===== config.mk =====
export PLATFORM = sky130hd
export DESIGN_NAME = ikh_ctrl
export DESIGN_NICKNAME = d
export VERILOG_FILES = /design/src/sv/ikh_pkg.sv /design/src/sv/ikh_ctrl.sv
export SDC_FILE = /design/constraint.sdc
export NUM_CORES = 1
export LEC_CHECK = 0
export BUFFER_PORTS_ARGS = -buffer_cell sky130_fd_sc_hd__buf_2
export CAP_MARGIN = 5
export CORE_AREA = 2 2 39 41
export CTS_CLUSTER_DIAMETER = 30
export DETAILED_ROUTE_END_ITERATION = 12
export DIE_AREA = 0 0 41 43
export GPL_TIMING_DRIVEN = 0
export SYNTH_ARGS = -nofsm -noshare
export SYNTH_HDL_FRONTEND = slang
export SYNTH_SLANG_ARGS = --single-unit

===== constraint.sdc =====
create_clock -name clk -period 1.1 [get_ports clk]
set_input_delay 0.165 -clock clk [delete_from_list [all_inputs] [get_ports clk]]
set_output_delay 0.165 -clock clk [all_outputs]
set_load 0.03 [all_outputs]

===== src/sv/ikh_pkg.sv =====
package ikh_pkg;

  localparam int SIZE_W   = 4;
  localparam int PLIM_W   = 15;
  localparam int COUNT_W  = 5;
  localparam int SEAT_W   = 3;
  localparam int ROUND_W  = 2;
  localparam int BUCKET_W = 8;
  localparam int SMALL_W  = SEAT_W + ROUND_W + BUCKET_W;
  localparam int KEY_W    = 64;
  localparam int STATUS_W = 2;
  localparam int ADDR_W   = 3;
  localparam int DATA_W   = 32;

  localparam logic [KEY_W-1:0]   GOLDEN           = 64'h9e37_79b9_7f4a_7c15;
  localparam logic [COUNT_W-1:0] MAX_ACTION_COUNT = 5'd20;
  localparam logic [SIZE_W-1:0]  MIN_SIZE_LOG2    = 4'd4;
  localparam logic [SIZE_W-1:0]  RST_SIZE_LOG2    = 4'd14;
  localparam logic [PLIM_W-1:0]  RST_PROBE_LIMIT  = 15'd1000;

  localparam logic MODE_INSERT = 1'b0;
  localparam logic MODE_LOOKUP = 1'b1;

  localparam logic [STATUS_W-1:0] ST_INSERTED = 2'd0;
  localparam logic [STATUS_W-1:0] ST_HIT      = 2'd1;
  localparam logic [STATUS_W-1:0] ST_MISS     = 2'd2;
  localparam logic [STATUS_W-1:0] ST_FULL     = 2'd3;

  // register index, taken from paddr[2]
  localparam logic REG_TABLE_SIZE  = 1'b0;
  localparam logic REG_PROBE_LIMIT = 1'b1;

  typedef struct packed {
    logic clr;
    logic load;
    logic hash;
    logic start;
    logic probe;
    logic commit;
  } ikh_cmd_t;

  typedef struct packed {
    logic clr_done;
    logic hash_done;
    logic probe_done;
  } ikh_stat_t;

  function automatic logic [KEY_W-1:0] ikh_mix(input logic [KEY_W-1:0] a,
                                               input logic [KEY_W-1:0] b);
    return a ^ (b + GOLDEN + (a << 6) + (a >> 2));
  endfunction

endpackage


===== src/sv/ikh_ctrl.sv =====
module ikh_ctrl (
  input  logic             clk,
  input  logic             rst,
  input  logic             in_valid,
  output logic             in_ready,
  output logic             out_valid,
  input  logic             out_ready,
  input  ikh_pkg::ikh_stat_t stat,
  output ikh_pkg::ikh_cmd_t  cmd
);
  import ikh_pkg::*;

  localparam logic [2:0] S_CLEAR = 3'd0;
  localparam logic [2:0] S_IDLE  = 3'd1;
  localparam logic [2:0] S_HASH  = 3'd2;
  localparam logic [2:0] S_ISSUE = 3'd3;
  localparam logic [2:0] S_PROBE = 3'd4;
  localparam logic [2:0] S_POST  = 3'd5;

  logic [2:0] state, state_next;

  assign in_ready = (state == S_IDLE);

  always_comb begin
    cmd        = '0;
    cmd.clr    = (state == S_CLEAR);
    cmd.load   = (state == S_IDLE) && in_valid;
    cmd.hash   = (state == S_HASH);
    cmd.start  = (state == S_ISSUE);
    cmd.probe  = (state == S_PROBE);
    cmd.commit = (state == S_POST) && (!out_valid || out_ready);
  end

  always_comb begin
    state_next = state;
    unique case (state)
      S_CLEAR: if (stat.clr_done) state_next = S_IDLE;
      S_IDLE:  if (in_valid) state_next = S_HASH;
      S_HASH:  if (stat.hash_done) state_next = S_ISSUE;
      S_ISSUE: state_next = S_PROBE;
      S_PROBE: if (stat.probe_done) state_next = S_POST;
      S_POST:  if (cmd.commit) state_next = S_IDLE;
      default: state_next = S_CLEAR;
    endcase
  end

  always_ff @(posedge clk) begin
    if (rst) begin
      state     <= S_CLEAR;
      out_valid <= 1'b0;
    end else begin
      state <= state_next;
      if (cmd.commit) out_valid <= 1'b1;
      else if (out_ready) out_valid <= 1'b0;
    end
  end

  a_reset_clears: assert property (@(posedge clk) rst |=> (state == S_CLEAR))
    else $error("clearing pass not entered after reset");
  a_load_hashes: assert property (@(posedge clk) disable iff (rst)
    cmd.load |=> (state == S_HASH))
    else $error("accepted item did not start hashing");
  a_done_in_probe: assert property (@(posedge clk) disable iff (rst)
    stat.probe_done |-> (state == S_PROBE))
    else $error("probe finished outside the probe walk");
  a_commit_free: assert property (@(posedge clk) disable iff (rst)
    (out_valid && !out_ready) |-> !cmd.commit)
    else $error("result overwritten while stalled");

endmodule


### After elaboration in Yosys (flattened, before gate mapping)

Cells that the tools add are included.

| cells by class | value |
|---|---|
| equal/unequal tests | 10 |
| multiplexer cells | 8 |
| reductions and logical operators | 7 |

Operators with widths:

| cell | number |
|---|---|
| 3-bit case mux with 6 select lines | 1 |
| 3-bit 2-to-1 mux | 5 |
| 2-bit inequality test (second input constant) | 5 |
| 3-bit by 2-bit equality test with 1-bit output (second input constant) | 2 |
| 3-bit equality test (second input constant) | 2 |
| 5-bit AND reduction | 1 |
| 3-bit by 1-bit equality test with 1-bit output (second input constant) | 1 |
| 3-bit logical NOT | 1 |
| 1-bit logical AND | 2 |
| 1-bit 2-to-1 mux | 2 |
| 2-bit nonzero test | 1 |
| 1-bit logical NOT | 1 |
| 1-bit logical OR | 1 |

| storage, ports and cells | value |
|---|---|
| register bits | 4 |
| input bits | 7 |
| output and inout port bits | 8 |
| word-level logic and storage cells | 27 |

### Logic depth before layout (Yosys ltp)

| depth | value |
|---|---|
| depth in word-level cells | 5 |
| mapped depth | 4 |
| depth with buffers taken out | 3 |

### Least setup slack after synthesis

No wires, ideal clock.

| timing | value |
|---|---|
| path type | reg2out |
| from | register state[0] |
| to | output cmd[4] (netlist name) |
| arrival time | 1.581 ns |
| data required time | 0.935 ns |
| slack | -0.646 ns |
| cell stages (with the launch flop) | 4 |
| buffers on the path | 1 |
| cells stage by stage | dfxtp_1 buf_6 inv_1 nor4b_1 |

RTL lines:

| item | line | RTL |
|---|---|---|
| start: declaration | ikh_ctrl.sv:20 | `logic [2:0] state, state_next;` |
| start signal: assignment | ikh_ctrl.sv:52 | `state <= state_next;` |
| end: declaration | ikh_ctrl.sv:9 | `output ikh_pkg::ikh_cmd_t cmd` |

### Worst setup path in the final report

| timing | value |
|---|---|
| from | register state[0] |
| to | output in_ready |

| between the ends | value |
|---|---|
| cells in the longest elaborated chain, start to end | 1 |

RTL lines:

| item | line | RTL |
|---|---|---|
| 3-bit by 1-bit equality test with 1-bit output | ikh_ctrl.sv:22 | `assign in_ready = (state == S_IDLE);` |
| end: declaration | ikh_ctrl.sv:5 | `output logic in_ready,` |

Every way passes these cells.

==> flow_summary.toml <==
[route]
drc = 0
dr.pass1.iters = 4
via_per_inst = 4.39
wl_microns = 916
routed-via-count = 351
drtIter0Drc = 1
final_antenna_net_count = 0
wl_per_cell_microns = 11.5

[global_routing]
grt_pass1_wl_microns = 1320
met1_usage = 0.136
antenna_found_initial = 0
grt.overflow.total = 0
grt_start_max_net_pins = 7
grt_pass1_vias = 327
gr-usage-all-layers = 0.116
use_met3 = 0.0157
grt-busiest-layer = "met2"
grtUsageMet2 = 0.181

[cells_and_area]
postLayoutCellArea_sq_um = 618
layout_common_cells = "buf_6 (11), buf_4 (11), buf_2 (7)"
diodes = 0
syn2layout_area_growth_pct = 119
fin_nets = 73
finalNonFillerCells = 80
drive_gt1_frac = 0.750
fillers = 143

[outcome]
violations = "setup timing"
status = "finished, violations left"

[sta]
hold_viol = 0
slew_viol_final = 0
setup_tns_ns = -1.44
rsz0062_at_grt = "yes"
fin_crit_sh = 1.23
timing.fmax_mhz = 739
fin_crit_ns = 1.35
setup-violations-final = 9
slew_headroom = 0.789
worst_slack_ns = -0.254
finClkSkew_ns = 0.00186
worstMarginPinSlew_ns = 0.316

[placement]
dp_slack_ns = -0.0975
gp_congestion = 0.676
port_buffers = 14
dp.cells = 64
dpl.hpwl_microns = 512
place_area_sq_um = 415

[job]
drv_cap = 0

[synthesis]
async_flop_share = 0
ys_ff_latch = 4
synth_warnings = 0
synth_flop_cell = "dfxtp_1"
synthCells = 34
synth.net_count = 41
synth_area_per_cell_sq_um = 8.32
yosysUniqueCellTypes = 20
synth_edf_count = 0
syn_area_sq_um = 283
ys_seq_area_frac = 0.283

[clock_network]
clock_latency_ns = 0.23
cts.path.max_buffers = 2
numCtsBuffers = 3
cts.clk_slew.worst_paths_ns = 0.04
cts.sinks = 4
htreeDepth = 1
tritoncts = "done"
cts_root_buf = "clkbuf_4"

[setup_path]
worst_ep_required_time_ns = 0.94
critPathKind = "reg2out"
worstPathMaxFanout = 4
cpMaxStageDelayCell = "dfxtp_4"
start_kind = "flop"
arrival_ns = 1.19
path_cells = "clkinvlp_4 -> buf_4 -> nor3_4 -> buf_6"
cp-end-kind = "primary output"
max_stage_delay_ns = 0.37

[pwr]
ir_worst_vdd_mv = 0.370
power.density_mw_per_mm2 = 1030
leakagePower_nw = 0.292

[die]
start_util = 0.204
core_sq_mm = 0.00138
ioPinCount = 15
die_w_microns = 41
die-area_sq_mm = 0.00176
die_y_microns = 43
rows = 14

[hold_path]
min_path_type = "in2reg"
[layout make-up]
type                            count  area (sq um)  area share
Sequential cell                     4          88.8       0.144
Tap cell                           16          20.0      0.0324
Buffer                              1          11.3      0.0182
Multi-Input combinational cell     23           211       0.342
Inverter                            4          18.8      0.0304
Timing Repair Buffer               29           245       0.397
Clock buffer                        3          22.5      0.0364
[cell usage after synthesis (all sizes together), types with 3 or more instances]
master	n	area [sq um]
nor2b	3	26.3
nor3	3	26.3
nor2	3	11.3
dfxtp	4	80.1
buf	3	30.0
o21ai	3	15.0
inv	4	15.0
a21oi	3	15.0
[metrics by stage]
step	util	hold slack [ns]	power [W]
finish	0.447	0.148	0.000638
global placement	0.300	0.402	0.000346
detailed placement	0.300	0.403	0.000349
global route	0.447	0.154	0.000676
CTS	0.413	0.147	0.000622
floorplan	-	0.234	0.000304
[logic make-up after synthesis]
logic type | count (synthesis) | share of synthesized area
flip-flops | 4 | 0.283
buffers and inverters | 7 | 0.159
AO/OA/AOI/OAI | 7 | 0.159
AND/OR/NAND/NOR | 16 | 0.398
[path summary, 6_finish.rpt]
path	from	to	slack, ns	depth (start not counted)
max reg2reg	state[1]$_SDFFE_PP0P_	state[0]$_SDFFE_PP0P_	-0.11	5
min	rst	state[2]$_SDFFE_PP0P_	0.15	2
min reg2reg	state[2]$_SDFFE_PP0P_	state[1]$_SDFFE_PP0P_	0.59	2
max	state[0]$_SDFFE_PP0P_	in_ready	-0.25	4
[worst max-delay path: cells and delay by family (launching register included)]
kind          cells  cell delay, ns
buf+inv           3            0.43
flops             1            0.37
simple gates      1            0.15
[where the power goes]
| part | switching, W | total [W] | internal (W) |
|---|---|---|---|
| combinational | 0.000131 | 0.000285 | 0.000155 |
| sequential | 0.0000140 | 0.000169 | 0.000155 |
| clock | 0.0000618 | 0.000184 | 0.000122 |
[registers in the layout, indices dropped and copies added, names as in the netlist]
name,flops
state,3
out_valid,1
[metal layers]
| metal | vias to the layer above | wire [microns] |
|---|---|---|
| li1 | 175 | - |
| met1 | 166 | 320 |
| met2 | 8 | 551 |
| met3 | 2 | 25 |
| met4 | 0 | 19 |
| met5 | - | 0 |
[what timing repair did]
action | in CTS | in global routing
pin swaps | 4 | 5
hold buffers | 0 | 0
resized for setup | 19 | 12
endpoints found under the setup margin | 7 | 10
buffers inserted | 11 | 4
(Power assumes the default switching activity.)
